==> src/rtl/bvfr_pkg.sv <==
// shared constants, types and codes of the vector field resampler
package bvfr_pkg;

   localparam int MAX_WIDTH  = 256;
   localparam int MAX_HEIGHT = 256;
   localparam int FRAC_BITS  = 8;

   localparam int IDX_W     = 8;
   localparam int VEC_W     = 16;
   localparam int SZ_W      = 9;
   localparam int CSR_IDX_W = 2;

   localparam int MAX_DIM   = (MAX_WIDTH > MAX_HEIGHT) ? MAX_WIDTH : MAX_HEIGHT;
   localparam int COORD_W   = $clog2(MAX_DIM);
   localparam int ADDR_W    = $clog2(MAX_WIDTH * MAX_HEIGHT);

   // divider: numerator (2i+1)*src*2^F, denominator 2*dst, two quotient bits a step
   localparam int PROD_W    = IDX_W + 1 + SZ_W;
   localparam int NUM_W     = PROD_W + FRAC_BITS;
   localparam int DIV_STEPS = (NUM_W + 1) / 2;
   localparam int DIV_W     = 2 * DIV_STEPS;
   localparam int DEN_W     = SZ_W + 1;
   localparam int DIV_CNT_W = $clog2(DIV_STEPS);
   localparam int IP_W      = DIV_W + 1 - FRAC_BITS;

   // blend datapath
   localparam int W_W       = 2 * FRAC_BITS + 1;
   localparam int MUL_A_W   = (VEC_W > FRAC_BITS + 1) ? VEC_W : FRAC_BITS + 1;
   localparam int ACC_W     = VEC_W + 2 * FRAC_BITS;

   localparam logic [VEC_W-1:0]     SIGN_FLIP = {1'b1, {(VEC_W-1){1'b0}}};
   localparam logic [FRAC_BITS:0]   SCALE     = {1'b1, {FRAC_BITS{1'b0}}};
   localparam logic [ACC_W-1:0]     ROUND     = ACC_W'(1) << (2 * FRAC_BITS - 1);
   localparam logic [DIV_W:0]       HALF_POS  = (DIV_W+1)'(1) << (FRAC_BITS - 1);

   typedef enum logic {
      OP_LOAD   = 1'b0,
      OP_SAMPLE = 1'b1
   } op_type;

   typedef enum logic [CSR_IDX_W-1:0] {
      CSR_SRC_WIDTH  = 2'd0,
      CSR_SRC_HEIGHT = 2'd1,
      CSR_DST_WIDTH  = 2'd2,
      CSR_DST_HEIGHT = 2'd3
   } csr_idx_type;

   typedef enum logic [3:0] {
      ST_IDLE,
      ST_XGO,
      ST_XWAIT,
      ST_YGO,
      ST_YWAIT,
      ST_WGT,
      ST_ACCX,
      ST_ACCY,
      ST_DONE
   } state_type;

   typedef enum logic [2:0] {
      MAC_NOP,
      MAC_CLEAR,
      MAC_WEIGHT,
      MAC_ACC_X,
      MAC_ACC_Y
   } mac_cmd_type;

   typedef struct packed {
      mac_cmd_type          cmd;
      logic [FRAC_BITS:0]   wu;
      logic [FRAC_BITS:0]   wv;
   } mac_ctl_type;

   typedef struct packed {
      logic [COORD_W-1:0]   lo;
      logic [COORD_W-1:0]   hi;
      logic [FRAC_BITS-1:0] frac;
   } axis_type;

endpackage

==> src/rtl/bvfr_mac.sv <==
// shared multiplier with weight register and two rounding accumulators
module bvfr_mac (
   input  logic                       clock,
   input  bvfr_pkg::mac_ctl_type      ctl,
   input  logic [bvfr_pkg::VEC_W-1:0] rd_x,
   input  logic [bvfr_pkg::VEC_W-1:0] rd_y,
   output logic [bvfr_pkg::VEC_W-1:0] vec_x,
   output logic [bvfr_pkg::VEC_W-1:0] vec_y
);
   import bvfr_pkg::*;

   logic [W_W-1:0]         w_ff;
   logic [ACC_W-1:0]       accx_ff, accy_ff;
   logic [MUL_A_W-1:0]     mul_a;
   logic [W_W-1:0]         mul_b;
   logic [MUL_A_W+W_W-1:0] prod;

   // vector values are offset to unsigned; the weights sum to 2^2F so the offset survives
   always_comb begin
      unique case (ctl.cmd)
         MAC_WEIGHT: begin
            mul_a = MUL_A_W'(ctl.wu);
            mul_b = W_W'(ctl.wv);
         end
         MAC_ACC_X: begin
            mul_a = MUL_A_W'(rd_x ^ SIGN_FLIP);
            mul_b = w_ff;
         end
         MAC_ACC_Y: begin
            mul_a = MUL_A_W'(rd_y ^ SIGN_FLIP);
            mul_b = w_ff;
         end
         default: begin
            mul_a = '0;
            mul_b = '0;
         end
      endcase
   end

   assign prod = {{W_W{1'b0}}, mul_a} * {{MUL_A_W{1'b0}}, mul_b};

   always_ff @(posedge clock) begin
      unique case (ctl.cmd)
         MAC_CLEAR: begin
            accx_ff <= ROUND;
            accy_ff <= ROUND;
         end
         MAC_WEIGHT: w_ff    <= prod[W_W-1:0];
         MAC_ACC_X:  accx_ff <= accx_ff + prod[ACC_W-1:0];
         MAC_ACC_Y:  accy_ff <= accy_ff + prod[ACC_W-1:0];
         default: begin
         end
      endcase
   end

   assign vec_x = accx_ff[ACC_W-1 -: VEC_W] ^ SIGN_FLIP;
   assign vec_y = accy_ff[ACC_W-1 -: VEC_W] ^ SIGN_FLIP;

endmodule

==> config.mk <==
export PLATFORM = sky130hd
export DESIGN_NAME = bvfr_mac
export DESIGN_NICKNAME = d
export VERILOG_FILES = /design/src/rtl/bvfr_pkg.sv /design/src/rtl/bvfr_mac.sv
export SDC_FILE = /design/constraint.sdc
export NUM_CORES = 1
export LEC_CHECK = 0
export BUFFER_PORTS_ARGS = -buffer_cell sky130_fd_sc_hd__clkbuf_2
export CAP_MARGIN = 20
export CORE_MARGIN = 2
export CORE_UTILIZATION = 50
export DETAILED_ROUTE_END_ITERATION = 8
export GPL_ROUTABILITY_DRIVEN = 0
export GPL_TIMING_DRIVEN = 0
export PLACE_DENSITY = 0.82
export SETUP_SLACK_MARGIN = 0.4
export SYNTH_ARGS = -nofsm -noshare
export SYNTH_HDL_FRONTEND = slang
export SYNTH_SLANG_ARGS = --single-unit
==> constraint.sdc <==
create_clock -name clock -period 11.12 [get_ports clock]
set_input_delay 2.224 -clock clock [delete_from_list [all_inputs] [get_ports clock]]
set_output_delay 2.224 -clock clock [all_outputs]
set_load 0.01 [all_outputs]
==> impl_metrics.tcl <==
set metrics [dict create \
    synth_edf_count 81 \
    relSlewSlack_pct 41.8 \
    grt_pass1_vias 13132 \
    clock_latency_ns 0.37 \
    antenna_found_initial 0 \
    post-dp-hpwl_um 33300 \
    vias 12866 \
    internal_power_uw 828 \
    crit_slowest_cell "fa_1" \
    area_growth_pct 11.5 \
    fill_cells 2607 \
    cpMostUsedCell "fa_1" \
    top_level_ports 86 \
    drv_cap 0 \
    clkTransAtPathRegs_ns 0.06 \
    cp-end-kind "flip-flop" \
    avgSynthCellArea_um2 8.88 \
    worstPathRequired_ns 11.22 \
    dr_wl_met3_um 4200 \
    cp.arrival_ns 10.62 \
    die_w_um 179 \
    multiInputGateArea_um2 11800 \
    startpoint_type "input pin" \
    ctsLongestPathBuffers 2 \
    worstPathMaxFanout 10 \
    power_mw 1.46 \
    cts_tree "built" \
    fmax_mhz 95.1 \
    routed.top_layer "met4" \
    grt_usage_pct 26.7 \
    rsz0062_at_grt "yes" \
    ctsHoldBuffers 0 \
    hold_violations 0 \
    postLayoutCellArea_um2 17100 \
    syn_inst 1728 \
    skew_ns 0.0121 \
    synthFlopType "edfxtp_1" \
    leakagePower_nw 7.95 \
    avgViaCountPerCell 5.74 \
    die_y_um 179 \
    cts_buffers 9 \
    drt_wl_total_um 41800 \
    power_switching_uw 632 \
    vdd_drop_max_mv 0.0825 \
    drv_slew 0 \
    synthesis.nets 2158 \
    yosysWarnings 0 \
    max_slew.worst_pin.slew_ns 0.864 \
    met1_length_um 15800 \
    setup_viol 0 \
    critPathMaxStageDelay_ns 0.57 \
    layout_common_cells "266 x inv_1, 211 x nand2_1, 209 x fa_1" \
    core_area_um2 30400 \
    grt_overflow_total 0 \
    drive_gt1_share_pct 13.8 \
    drcViolationCount 0 \
    sw_frac_of_total_pct 43.3 \
    dieArea_um2 32100 \
    criticalPathCategory "input pin to flip-flop" \
    syn_area_um2 15300 \
    wl_per_cell_um 18.6 \
    mostFrequentLayoutCell "inv_1" \
    fin_crit_ns 10.52 \
    clkPwrFrac_pct 19.1 \
    p_per_area_nw_per_um2 85.4 \
    dr.pass1.iters 6 \
    dp_cells 2211 \
    async_flop_share_pct 0 \
    pwr-share-comb_pct 55.6 \
    hold_depth 2 \
    synth_seq_cells 81 \
    htree_levels 3 \
    met2RoutedLength_um 19400 \
    synth-seq-area-share_pct 15.9 \
    hold_path_class "flip-flop to flip-flop" \
    row_count 64 \
    fin_cells 2240 \
    final_antenna_net_count 0 \
    cts.sinks 81 \
    r2r_slack_ns 3.08 \
    port_buffers 84 \
    reg2reg_depth 29 \
    final_core_util_pct 56.2 \
    cts.root.buffer_cell "clkbuf_16" \
    power_frac_seq_pct 25.3 \
    ys_types 66 \
    grt_first_pass_wirelength_um 65900 \
    first_iter_violations 1083 \
    regArea_um2 2430 \
    fin_crit_sh_pct 94.6 \
    start_util_pct 50.4 \
    num-nets-final 2271 \
    grt_max_degree 33 \
    diodes 0 \
    fin_setup_tns_ns 0 \
    placed_area_um2 16300 \
    outcome "finished clean" \
]
==> layer usage <==
metal  up-vias  GRT usage [%]
li1       5910              -
met1      6157           32.8
met2       656           44.4
met3       143           6.09
met4         0           13.2
met5         -              0
==> final cells by class <==
cell class	count	area share [%]
clock inverters	5	0.198
multi-input cells	1305	69.2
repair buffers	102	3.40
inverters	266	5.84
well taps	396	2.90
plain buffers	76	2.91
clock buffers	9	1.32
flip-flops and latches	81	14.2
==> power groups by stage <==
stage	registers [mW]	clock network, mW	logic [mW]
final	0.370	0.278	0.812
after global routing	0.372	0.291	0.885
after CTS	0.370	0.281	0.769
after detailed placement	0.376	0	0.745
after global placement	0.376	0	0.723
after floorplan	0.373	0	0.561
==> cells in the mapped netlist, drive strengths merged (5+ instances only) <==
cell type,count,area share (%)
inv,266,6.5
nand2,213,5.2
fa,209,27
nor2,202,5.0
ha,167,14
a21oi,81,2.6
edfxtp,81,16
o21ai,56,1.9
xnor2,54,3.1
clkbuf,40,0.98
a21o,39,1.9
buf,36,1.7
o21a,26,1.3
and2,25,1.0
xor2,21,1.2
nor3,20,0.69
a22o,16,0.91
a211oi,15,0.83
a22oi,14,0.69
nand3,14,0.46
mux2i,11,0.72
nand4,11,0.45
o211ai,11,0.54
o21bai,11,0.54
nor2b,9,0.42
a31oi,8,0.46
and3,7,0.29
nand2b,7,0.29
a2111oi,6,0.51
o31ai,5,0.24
or2,5,0.20
or3,5,0.20
==> cell families (layout without fill, tap and decap cells) <==
logic type,Yosys count,in the layout,synth area share [%]
AOI/OAI and AO/OA,316,316,14.2
xor gates and xnor gates,77,77,4.58
adders and majority gates,376,376,40.9
buffers and inverters,342,458,9.19
DFF,81,81,15.9
muxes,11,11,0.718
and+or+nand+nor,525,525,14.6
==> what timing repair did <==
action	CTS	global route
setup endpoints to repair	37	31
pin swaps	3	8
buffers inserted	7	8
gates resized for setup	56	82
==> worst paths after layout <==
check / to / startpoint
setup reg to reg: accy_ff[31]$_SDFFCE_PP0P_ / w_ff[2]$_DFFE_PN_
setup / recovery: accy_ff[31]$_SDFFCE_PP0P_ / ctl[20]
hold reg to reg: accx_ff[0]$_SDFFCE_PP0P_ / accx_ff[0]$_SDFFCE_PP0P_
hold / removal: accx_ff[0]$_SDFFCE_PP0P_ / accx_ff[0]$_SDFFCE_PP0P_
==> through the flow <==
step,setup slack [ns],hold WS [ns]
finish,0.601,0.655
global route,0.305,0.705
CTS,0.404,0.660
detailed placement,-1.10,0.639
global placement,-1.06,0.639
floorplan,0.657,0.623
==> critical path, delay by kind of cell <==
kind	cells	cell delay (ns)
buffers and inverters	7	0.87
AOI/OAI and AO/OA	9	1.52
xor gates and xnor gates	1	0.26
adders and majority gates	8	3.89
muxes	1	0.06
and+or+nand+nor	9	1.80
==> flip-flops by register name (all words and copies together) (netlist names) <==
| name | flops |
|---|---|
| accx_ff | 32 |
| accy_ff | 32 |
| w_ff | 17 |
(Power assumes the default switching activity.)
