[src/rtl/bvfr_pkg.sv]
// shared constants, types and codes of the vector field resampler
package bvfr_pkg;

   localparam int MAX_WIDTH  = 256;
   localparam int MAX_HEIGHT = 256;
   localparam int FRAC_BITS  = 8;

   localparam int IDX_W     = 8;
   localparam int VEC_W     = 16;
   localparam int SZ_W      = 9;
   localparam int CSR_IDX_W = 2;

   localparam int MAX_DIM   = (MAX_WIDTH > MAX_HEIGHT) ? MAX_WIDTH : MAX_HEIGHT;
   localparam int COORD_W   = $clog2(MAX_DIM);
   localparam int ADDR_W    = $clog2(MAX_WIDTH * MAX_HEIGHT);

   // divider: numerator (2i+1)*src*2^F, denominator 2*dst, two quotient bits a step
   localparam int PROD_W    = IDX_W + 1 + SZ_W;
   localparam int NUM_W     = PROD_W + FRAC_BITS;
   localparam int DIV_STEPS = (NUM_W + 1) / 2;
   localparam int DIV_W     = 2 * DIV_STEPS;
   localparam int DEN_W     = SZ_W + 1;
   localparam int DIV_CNT_W = $clog2(DIV_STEPS);
   localparam int IP_W      = DIV_W + 1 - FRAC_BITS;

   // blend datapath
   localparam int W_W       = 2 * FRAC_BITS + 1;
   localparam int MUL_A_W   = (VEC_W > FRAC_BITS + 1) ? VEC_W : FRAC_BITS + 1;
   localparam int ACC_W     = VEC_W + 2 * FRAC_BITS;

   localparam logic [VEC_W-1:0]     SIGN_FLIP = {1'b1, {(VEC_W-1){1'b0}}};
   localparam logic [FRAC_BITS:0]   SCALE     = {1'b1, {FRAC_BITS{1'b0}}};
   localparam logic [ACC_W-1:0]     ROUND     = ACC_W'(1) << (2 * FRAC_BITS - 1);
   localparam logic [DIV_W:0]       HALF_POS  = (DIV_W+1)'(1) << (FRAC_BITS - 1);

   typedef enum logic {
      OP_LOAD   = 1'b0,
      OP_SAMPLE = 1'b1
   } op_type;

   typedef enum logic [CSR_IDX_W-1:0] {
      CSR_SRC_WIDTH  = 2'd0,
      CSR_SRC_HEIGHT = 2'd1,
      CSR_DST_WIDTH  = 2'd2,
      CSR_DST_HEIGHT = 2'd3
   } csr_idx_type;

   typedef enum logic [3:0] {
      ST_IDLE,
      ST_XGO,
      ST_XWAIT,
      ST_YGO,
      ST_YWAIT,
      ST_WGT,
      ST_ACCX,
      ST_ACCY,
      ST_DONE
   } state_type;

   typedef enum logic [2:0] {
      MAC_NOP,
      MAC_CLEAR,
      MAC_WEIGHT,
      MAC_ACC_X,
      MAC_ACC_Y
   } mac_cmd_type;

   typedef struct packed {
      mac_cmd_type          cmd;
      logic [FRAC_BITS:0]   wu;
      logic [FRAC_BITS:0]   wv;
   } mac_ctl_type;

   typedef struct packed {
      logic [COORD_W-1:0]   lo;
      logic [COORD_W-1:0]   hi;
      logic [FRAC_BITS-1:0] frac;
   } axis_type;

endpackage

[src/rtl/bvfr_div.sv]
// iterative unsigned divider, restoring, two quotient bits per cycle
module bvfr_div (
   input  logic                       clock,
   input  logic                       reset,
   input  logic                       start,
   input  logic [bvfr_pkg::DIV_W-1:0] num,
   input  logic [bvfr_pkg::DEN_W-1:0] den,
   output logic                       done,
   output logic [bvfr_pkg::DIV_W-1:0] quo
);
   import bvfr_pkg::*;

   logic                 busy_ff, busy_in;
   logic                 done_ff, done_in;
   logic [DIV_CNT_W-1:0] cnt_ff, cnt_in;
   logic [DEN_W-1:0]     rem_ff, den_ff;
   logic [DIV_W-1:0]     wrk_ff;

   logic [DEN_W:0]       r1, r2, r1_sub, r2_sub;
   logic                 ge1, ge2;
   logic [DEN_W-1:0]     r1_keep, rem_in;
   logic [DIV_W-1:0]     wrk_in;

   // wrk holds the numerator bits still to come at the top, quotient bits at the bottom
   always_comb begin
      r1      = {rem_ff, wrk_ff[DIV_W-1]};
      ge1     = (r1 >= {1'b0, den_ff});
      r1_sub  = r1 - {1'b0, den_ff};
      r1_keep = ge1 ? r1_sub[DEN_W-1:0] : r1[DEN_W-1:0];
      r2      = {r1_keep, wrk_ff[DIV_W-2]};
      ge2     = (r2 >= {1'b0, den_ff});
      r2_sub  = r2 - {1'b0, den_ff};
      rem_in  = ge2 ? r2_sub[DEN_W-1:0] : r2[DEN_W-1:0];
      wrk_in  = {wrk_ff[DIV_W-3:0], ge1, ge2};
   end

   always_comb begin
      busy_in = busy_ff;
      done_in = 1'b0;
      cnt_in  = cnt_ff;
      if (start) begin
         busy_in = 1'b1;
         cnt_in  = '0;
      end else if (busy_ff) begin
         cnt_in = cnt_ff + DIV_CNT_W'(1);
         if (cnt_ff == DIV_CNT_W'(DIV_STEPS - 1)) begin
            busy_in = 1'b0;
            done_in = 1'b1;
         end
      end
   end

   always_ff @(posedge clock) begin
      if (reset) begin
         busy_ff <= 1'b0;
         done_ff <= 1'b0;
         cnt_ff  <= '0;
      end else begin
         busy_ff <= busy_in;
         done_ff <= done_in;
         cnt_ff  <= cnt_in;
      end
   end

   always_ff @(posedge clock) begin
      if (start) begin
         wrk_ff <= num;
         rem_ff <= '0;
         den_ff <= den;
      end else if (busy_ff) begin
         wrk_ff <= wrk_in;
         rem_ff <= rem_in;
      end
   end

   assign done = done_ff;
   assign quo  = wrk_ff;

endmodule

[config.mk]
export PLATFORM = sky130hd
export DESIGN_NAME = bvfr_div
export DESIGN_NICKNAME = d
export VERILOG_FILES = /design/src/rtl/bvfr_pkg.sv /design/src/rtl/bvfr_div.sv
export SDC_FILE = /design/constraint.sdc
export NUM_CORES = 1
export LEC_CHECK = 0
export CAP_MARGIN = 15
export CORE_MARGIN = 10
export CORE_UTILIZATION = 40
export DETAILED_ROUTE_END_ITERATION = 10
export DONT_BUFFER_PORTS = 1
export PLACE_DENSITY = 0.65
export SYNTH_ARGS = -nofsm -noshare
export SYNTH_HDL_FRONTEND = slang
export SYNTH_SLANG_ARGS = --single-unit
[constraint.sdc]
create_clock -name clock -period 6.65 [get_ports clock]
set_clock_uncertainty 0.05 [all_clocks]
set_input_delay 0.3325 -clock clock [delete_from_list [all_inputs] [get_ports clock]]
set_output_delay 0.3325 -clock clock [all_outputs]
set_load 0.05 [all_outputs]
==> results of run 1 <==
[logic make-up after synthesis]
logic type               count (synthesis)  share of synthesized area [%]
buffers and inverters                   25                          3.040
multiplexers                            35                          12.60
XOR/XNOR                                16                          4.480
flip-flops                              52                          44.80
adder cells (fa/ha/maj)                 24                          10.08
AND/OR/NAND/NOR                         66                          10.08
AO/OA/AOI/OAI                           67                          14.92
[per-layer routing]
| metal | vias up | global-route usage [%] |
|---|---|---|
| li1 | 1067 | - |
| met1 | 1047 | 13.68 |
| met2 | 89 | 20.00 |
| met3 | 20 | 6.306 |
| met4 | 2 | 5.179 |
| met5 | - | 0 |
[path summary, 6_finish.rpt]
path / to / slack [ps] / cells past startpoint
max reg2reg: quo[0] / 1900 / 15
max: quo[0] / 1900 / 15
min: busy_ff / 40 / 1
min reg2reg: rem_ff[3] / 440 / 2
[flip-flops by register name, summed over array words and instances (netlist names)]
name     count
cnt_ff       4
quo         26
den_ff      10
done         1
busy_ff      1
rem_ff      10
[power by group through the flow]
stage,Clock (W),Sequential (W),Combinational [W]
floorplan,0,0.000516,0.000630
global placement,0,0.000532,0.000761
detailed placement,0,0.000531,0.000770
CTS,0.000179,0.000525,0.000774
global route,0.000189,0.000532,0.000869
finish,0.000175,0.000523,0.000780
[cells in the final DEF, fill, tap and decap left out, types with 3 or more instances in the layout]
master,synthesis,routed
a311oi_1,3,3
inv_1,18,18
nor2b_1,6,6
dfxtp_1,16,16
edfxtp_1,36,36
o21a_1,5,5
xor2_1,8,8
nand2_1,9,9
clkbuf_8,0,5
nor2_1,29,29
ha_1,22,22
mux2_2,32,32
o211ai_1,3,3
a211oi_1,3,3
xnor2_1,8,8
nor3_1,4,4
a21o_1,4,4
a21oi_1,17,17
o21ai_0,10,10
o311a_1,3,3
nand3_1,5,5
[per-stage QoR]
stage | utilization, % | setup slack, ps | total power, W
global placement | 42.31 | 2045 | 0.001293
detailed placement | 42.31 | 1927 | 0.001301
CTS | 43.37 | 1904 | 0.001478
floorplan | - | 2496 | 0.001145
global route | 43.37 | 1492 | 0.001590
finish | 43.41 | 1899 | 0.001478
[worst register-to-register path: stages (launching register included)]
cell	delay, ps
edfxtp_1	670
inv_1	130
ha_1	250
nor2b_1	130
o21ai_0	160
a21oi_1	90
o21ai_2	550
mux2i_1	370
ha_1	300
nor2b_1	150
o31a_1	260
o21ai_1	200
a21oi_1	110
o21ai_0	540
nand2_1	230
mux2_2	300
[layout make-up]
| class | instances | area, um^2 | area share (%) |
|---|---|---|---|
| Multi-Input combinational cell | 208 | 1632 | 49.15 |
| Sequential cell | 52 | 1401 | 42.22 |
| Tap cell | 102 | 127.6 | 3.845 |
| Clock buffer | 7 | 76.32 | 2.299 |
| Inverter | 18 | 67.56 | 2.035 |
| Timing Repair Buffer | 1 | 7.507 | 0.2262 |
| Clock inverter | 1 | 5.005 | 0.1508 |
| Antenna cell | 1 | 2.502 | 0.07539 |
==> metrics.txt, run 1 <==
Placer Congestion 0.8333; final slew viol count 0; Cells after Synth 285; starting density of the core 40.90%; dominant synthesized flop cell edfxtp_1; CTS buffer count 5; Logic pwr share 52.8%; count leader, synth edfxtp_1; uppermost layer routed met5; #FFs+latches synth 52; worst hold start reset; Remaining DRCs 0; Via density 5.705; RSZ-0062 raised after global routing no; Internal 0.0008208 W; share of cells above drive strength 1 15.68%; die outline height 108.4 um; sequential fraction of design power 35.4%; placed cell count 381; Crit. Startpoint quo[25]; DR iter-0 viols 177; Hold Crit Class in -> reg; synthesized area 0.003128 mm^2; M1 wire length 2840 um; final global-route overflow total 0; Ports 66; cts repair resizes 0; Max Freq 0.2105 GHz; CTS H-tree depth 2; EDFF count, synth 36; area share of the largest cell type after synthesis 34.56%; Clock transition at path regs 90 ps; DP Wirelength 5573 um; clk buf depth 2; Leak 1.269 nW; setup_tns 0 ps; leading post-synthesis cells by cell area edfxtp_1, mux2_2, dfxtp_1, ha_1, nor2_1; critical path fanouts, max 15; Seq/Total Area, Yosys 44.80%; status completed; Critical Path RT 6660 ps; initial antenna violation count 2; syn_nets 348; Vias 2,225; maximum vdd ir drop 0.2566 mV; TritonCTS clock tree yes; routed length on met2 3258 um; crit path cell chain inv_1, ha_1, nor2b_1, o21ai_0, a21oi_1, o21ai_2, mux2i_1, ha_1, nor2b_1, o31a_1, o21ai_1, a21oi_1, o21ai_0, nand2_1, mux2_2; port bufs 0; post-synthesis cell type count 50; fin cells 390; PwrDens 445.3 mW/mm^2; total core area 0.007647 mm^2; global-route wire length before repair 11,720 um; post-route cell area 0.003319 mm^2; post-synth top area cell edfxtp_1; WL/cell 18.27 um; Post-synth ARST share 0%; Max Cap Viol 0; crit share post-route 71.45%; postcts setup bufs 0; row count 32; worst r2r src quo[25]; Synthesis Warnings 0; Slowest-stage cell, CP edfxtp_1; post-layout min period 4751 ps; Total Die Area 0.01176 mm^2; Root Driver clkbuf_8; Sw Ratio 44.47%; final setup violation count 0; kind of critical path reg -> reg; Max stage delay on crit path 670 ps; P&R area growth vs syn 6.120%; Top delay family on crit path compound AO/OA/AOI/OAI gates; hold slack 40.40 ps; top cell types by occurrence after synthesis edfxtp_1, mux2_2, nor2_1; clock network power share 11.8%; vias in the first global route 2,308; Tot GR Track Use 12.45%; Antenna Nets Post-Route 0; fill cell count 741; syn_area_per_cell 10.98 um^2; fin nets 349; hold_buf cts 0; sw power 0.0006572 W; Rel. slew slack 31.06%; Detailed Routing Iterations Pass 1 4; largest net degree at the start of global routing 48; Buf/Inv on CP 1; Critical Path AT 4760 ps; Post-DP Area 0.003236 mm^2; met3 WL 807 um; final hold vios 0; element type at the critical path end register; Clock Latency Late Sink 300 ps; clk sinks 52; die width 108.4 um; Worst Setup Start Kind register; Post-Route WL 7127 um; Worst-Margin Slew 1033 ps
Power figures use the tool's default switching activity.
==> inputs of run 2 (changes only) <==
ABC_AREA = 1   (was default)
PLACE_DENSITY = 0.67   (was 0.65)
clock period = 4.1 ns   (was 6.65 ns; I/O delays follow)
==> metrics.txt, run 2 <==
Critical Path AT 3610 ps (-1150 ps); sw power 0.001605 W (+140%); post-synthesis cell type count 37 (-26%); grt met1 use 14.13% (+0.45 points); hold slack 29.37 ps (-11.03 ps); WL/cell 14.42 um (-21%); post-synth top area cell edfxtp_1; Clock transition at path regs 100 ps (about the same); sequential fraction of design power 26.5% (-8.9 points); final setup violation count 0 (unchanged); starting density of the core 41.32% (+0.42 points); EDFF count, synth 36 (unchanged); critical path fanouts, max 11 (-4); clk sinks 52 (unchanged); clk buf depth 2 (unchanged); count leader, synth nand2_1; commonest non-fill, non-tap cell in the layout nand2_1; Crit. Startpoint den_ff[2]; clock network power share 11.2% (-0.6 points); Leak 1.860 nW (+47%); Hold Crit Class in -> reg; met2 Track Usage GR 22.60% (+2.6 points); GR Layer Usage met3 2.503% (-3.8 points); Clock Latency Late Sink 310 ps (about the same); fin nets 509 (+46%); Critical Path End quo[0]; Worst Setup Start Kind register; initial antenna violation count 0 (-2); Top delay family on crit path simple AND/OR/NAND/NOR gates; TritonCTS clock tree yes; area of the multi-input gates 0.001733 mm^2 (+6.2%); global-route wire length before repair 13,300 um (+13%); Max Freq 0.2764 GHz (+31%); most frequent cells in the layout nand2_1, inv_1, edfxtp_1; final hold vios 0 (unchanged); Internal 0.001598 W (+95%); vias in the first global route 2,737 (+19%); post-layout min period 3618 ps (-1133 ps); setup_tns 0 ps (unchanged); CP most frequent cell nand2_1; leading post-synthesis cells by cell area edfxtp_1, nand2_1, dfxtp_1, ha_1, inv_1; DR iter-0 viols 173 (-2.3%); Ports 66 (unchanged); top cell types by occurrence after synthesis nand2_1, inv_1, edfxtp_1; setup ws final 482.2 ps (-1417 ps); Cells after Synth 435 (+53%); dominant synthesized flop cell edfxtp_1; port bufs 0 (unchanged); syn_nets 498 (+43%); Total Die Area 0.01262 mm^2 (+7.4%); worst r2r src den_ff[2]; die outline height 112.4 um (+3.6%); element type at the critical path end register; Remaining DRCs 0 (unchanged); Buf/Inv on CP 3 (+2); Detailed Routing Iterations Pass 1 4 (unchanged); max FFs per register 26 (unchanged); kind of critical path reg -> reg; RSZ-0062 raised after global routing no; diodes inserted 0 (-1); final slew viol count 0 (unchanged); #FFs+latches synth 52 (unchanged); CTS buffer count 5 (unchanged); Max stage delay on crit path 370 ps (-300 ps); total core area 0.008258 mm^2 (+8.0%); synthesized area 0.003412 mm^2 (+9.1%); r2r worst-path depth 19 (+4); Rel. slew slack 31.08% (about the same); Worst-Margin Slew 1033 ps (-0.3424 ps); Max Cap Viol 0 (unchanged); fill cell count 811 (+9.4%); status completed; final global-route overflow total 0 (unchanged); area share of the largest cell type after synthesis 31.68% (-2.9 points); Post-Route WL 7958 um (+12%); Logic pwr share 62.3% (+9.5 points); crit share post-route 88.24% (+17 points); Synthesis Warnings 0 (unchanged); share of cells above drive strength 1 8.277% (-7.4 points); Antenna Nets Post-Route 0 (unchanged); DP Wirelength 6358 um (+14%); syn_area_per_cell 7.844 um^2 (-29%); Power, Total 0.003203 W (+120%); largest net degree at the start of global routing 32 (-33%); CTS H-tree depth 2 (unchanged); maximum vdd ir drop 0.4991 mV (+95%); Top Usage Layer GRT met2; Slowest-stage cell, CP edfxtp_1; Seq/Total Area, Yosys 41.07% (-3.7 points); Root Driver clkbuf_8; CP Depth 19 (+4); Post-synth ARST share 0% (unchanged); Tot GR Track Use 12.53% (+0.086 points); R2R setup slack 480 ps (-1420 ps); crit path cell chain inv_1, ha_1, a21oi_1, nand2_2, nand2_2, nand2_4, a21oi_1, nand2_1, nand2_1, inv_1, ha_1, nand2_1, nand2_1, a21oi_1, nand4_1, nand2_1, inv_2, nor2_4, a31oi_1; Placer Congestion 0.8643 (+3.7%); Via density 4.824 (-15%); Sw Ratio 50.10% (+5.6 points); P&R area growth vs syn 9.204%; Reg area 0.001401 mm^2 (unchanged); die width 112.4 um (+3.6%); Critical Path RT 4090 ps (-2570 ps); worst r2r dst quo[0]; Post-Place Setup Slack 485.8 ps (-1441 ps); row count 33 (+3.1%); Vias 2,663 (+20%); PwrDens 859.6 mW/mm^2 (+93%)
==> run 2: power by group through the flow <==
stage,Clock (W),Sequential (W),Combinational (W)
2_1_floorplan,0,0.000841,0.00170
3_3_place_gp,0,0.000862,0.00193
3_5_place_dp,0,0.000863,0.00196
4_1_cts,0.000371,0.000851,0.00198
5_1_grt,0.000386,0.000861,0.00228
6_report,0.000360,0.000848,0.00199
==> run 2: per-stage QoR <==
stage          cells  area [um^2]  utilization, %
5_1_grt          552         3726           45.12
3_3_place_gp     532         3495           42.32
2_1_floorplan    435         3412               -
4_1_cts          552         3726           45.12
6_report         552         3726           45.12
3_5_place_dp     532         3495           42.32
==> run 2: final cells by class <==
class	instances	area share (%)
Tap cell	105	3.526
Multi-Input combinational cell	315	46.51
Timing Repair Buffer	13	3.425
Inverter	59	5.944
Clock buffer	6	1.948
Clock inverter	2	1.041
Sequential cell	52	37.61
==> run 2: per-layer routing <==
metal | part of all wire [%] | up-vias
li1 | - | 1404
met4 | 2.0 | 0
met1 | 42 | 1201
met2 | 52 | 48
met3 | 3.5 | 10
met5 | 0 | -
==> run 2: cell families (layout without fill, tap and decap cells) <==
logic type / count (synthesis) / after routing / share of synthesized area [%]
and+or+nand+nor: 247 / 247 / 32.60
buffers and inverters: 68 / 80 / 8.141
DFF: 52 / 52 / 41.07
AOI/OAI and AO/OA: 33 / 33 / 6.124
adders and majority gates: 24 / 24 / 9.241
xor gates and xnor gates: 11 / 11 / 2.824
==> run 2: worst min path at each step <==
stage,from,endpoint,slack [ps],depth (start not counted)
5_1_grt,num[7],quo[7],30,2
2_1_floorplan,reset,busy_ff,220,1
6_report,num[12],quo[12],30,2
4_1_cts,num[12],quo[12],20,2
3_3_place_gp,reset,busy_ff,230,1
3_5_place_dp,reset,busy_ff,230,1
==> run 2: timing repair <==
action	CTS	global route
resized for setup	0	0
hold buffers	12	0
setup buffers	0	0
endpoints found under the hold margin	21	0
==> inputs of run 3 (changes only) <==
MAX_ROUTING_LAYER = met4   (was default)
==> metrics.txt, run 3 (synthesized netlist as in run 2, its figures left out) <==
status completed; Post-Route WL 8003 um (+0.57%); RSZ-0062 raised after global routing no; CTS H-tree depth 2 (unchanged); uppermost layer routed met4; element type at the critical path end register; Ports 66 (unchanged); PwrDens 860.4 mW/mm^2 (about the same); starting density of the core 41.32% (unchanged); fill cell count 811 (unchanged); Worst-Margin Slew 1036 ps (+2.902 ps); clk buf depth 2 (unchanged); Util after Layout 45.12% (unchanged); M1 wire length 3417 um (+1.8%); setup_tns 0 ps (unchanged); Placer Congestion 0.8783 (+1.6%); share of cells above drive strength 1 8.277% (unchanged); Max stage delay on crit path 370 ps (about the same); Clock transition at path regs 100 ps (about the same); Rel. slew slack 30.88% (-0.19 points); Antenna Nets Post-Route 0 (unchanged); final slew viol count 0 (unchanged); Remaining DRCs 0 (unchanged); maximum vdd ir drop 0.4994 mV (about the same); Critical Path AT 3640 ps (+30 ps); final setup violation count 0 (unchanged); diodes inserted 0 (unchanged); Min-Delay Path Depth 2 (unchanged); final global-route overflow total 0 (unchanged); largest net degree at the start of global routing 32 (unchanged); DR iter-0 viols 150 (-13%); kind of critical path reg -> reg; DP Wirelength 6358 um (unchanged); Critical Path RT 4100 ps (about the same); WL/cell 14.50 um (+0.57%); cts repair resizes 0 (unchanged); row count 33 (unchanged); met3 WL 250 um (-9.7%); Total Die Area 0.01262 mm^2 (unchanged); global-route wire length before repair 13,320 um (+0.16%); die width 112.4 um (unchanged); die outline height 112.4 um (unchanged); Max Cap Viol 0 (unchanged); CTS buffer count 5 (unchanged); Worst Setup Start Kind register; port bufs 0 (unchanged); fin nets 509 (unchanged); max FFs per register 26 (unchanged); total core area 0.008258 mm^2 (unchanged); hold slack 21.74 ps (-7.639 ps); fin cells 552 (unchanged); placed cell count 532 (unchanged); vias in the first global route 2,737 (unchanged); Vias 2,659 (-0.15%); Tot GR Track Use 12.89% (+0.36 points); most frequent cells in the layout nand2_1, inv_1, edfxtp_1; routed length on met2 4195 um (+0.77%); post-layout min period 3642 ps (+23.84 ps); Via density 4.817 (-0.15%); initial antenna violation count 0 (unchanged); Max Freq 0.2746 GHz (-0.65%); clk sinks 52 (unchanged); CP most frequent cell nand2_1; Hold Crit Class in -> reg; P&R area growth vs syn 9.204% (unchanged); Slowest-stage cell, CP edfxtp_1; Root Driver clkbuf_8; commonest non-fill, non-tap cell in the layout nand2_1; crit path cell chain inv_1, ha_1, a21oi_1, nand2_2, nand2_2, nand2_4, a21oi_1, nand2_1, nand2_1, inv_1, ha_1, nand2_1, nand2_1, a21oi_1, nand4_1, nand2_1, inv_2, nor2_4, a31oi_1; r2r worst-path depth 19 (unchanged); final hold vios 0 (unchanged); TritonCTS clock tree yes; crit share post-route 88.82% (+0.58 points); Clock Latency Late Sink 310 ps (about the same); Leak 1.860 nW (unchanged); critical path fanouts, max 11 (unchanged); Detailed Routing Iterations Pass 1 4 (unchanged)
-- run 3: worst max-delay path, delay by kind of cell (launching register included) --
kind                       cells  cell delay, ps
DFF                            1             370
and+or+nand+nor               10            1190
buffers and inverters          3             230
AOI/OAI and AO/OA              4             880
adders and majority gates      2             670
-- run 3: area by class of cell --
cell class	count	area, um^2	area share (%)
sequential	52	1401	37.61
inverter	59	221.5	5.944
timing repair buffer	13	127.6	3.425
multi-input combinational	315	1733	46.51
clock inverter	2	38.79	1.041
tap	105	131.4	3.526
clock buffer	6	72.57	1.948
-- run 3: final timing paths --
| path | startpoint | to | slack, ps |
|---|---|---|---|
| worst min-delay path | num[23] | quo[23] | 20 |
| worst max-delay path | den_ff[2] | quo[0] | 460 |
| worst max register to register | den_ff[2] | quo[0] | 460 |
| worst min register to register | rem_ff[4] | rem_ff[4] | 430 |
-- run 3: metrics by stage --
stage,power [W],setup WS [ps],cell area (um^2)
after floorplan,0.002538,706.1,3412
after global placement,0.002789,556.8,3495
after detailed placement,0.002824,485.8,3495
after CTS,0.003203,462.8,3726
after global routing,0.003524,204.5,3726
final,0.003206,458.3,3726
-- run 3: power by group --
part / switching, W / internal [W]
sequential: 0.000184 / 0.000664
combinational: 0.00124 / 0.000749
clock: 0.000179 / 0.000185
total: 0.00161 / 0.00160
-- run 3: per-layer routing --
metal  track usage, %  vias up
li1                 -     1405
met1            14.44     1195
met2            22.44       51
met3            2.183        8
met4            4.822        0
met5                -        -
-- run 3: repair_timing --
item                                   CTS  global route
hold buffers                            12             0
buffers inserted                         0             0
endpoints found under the hold margin   21             0
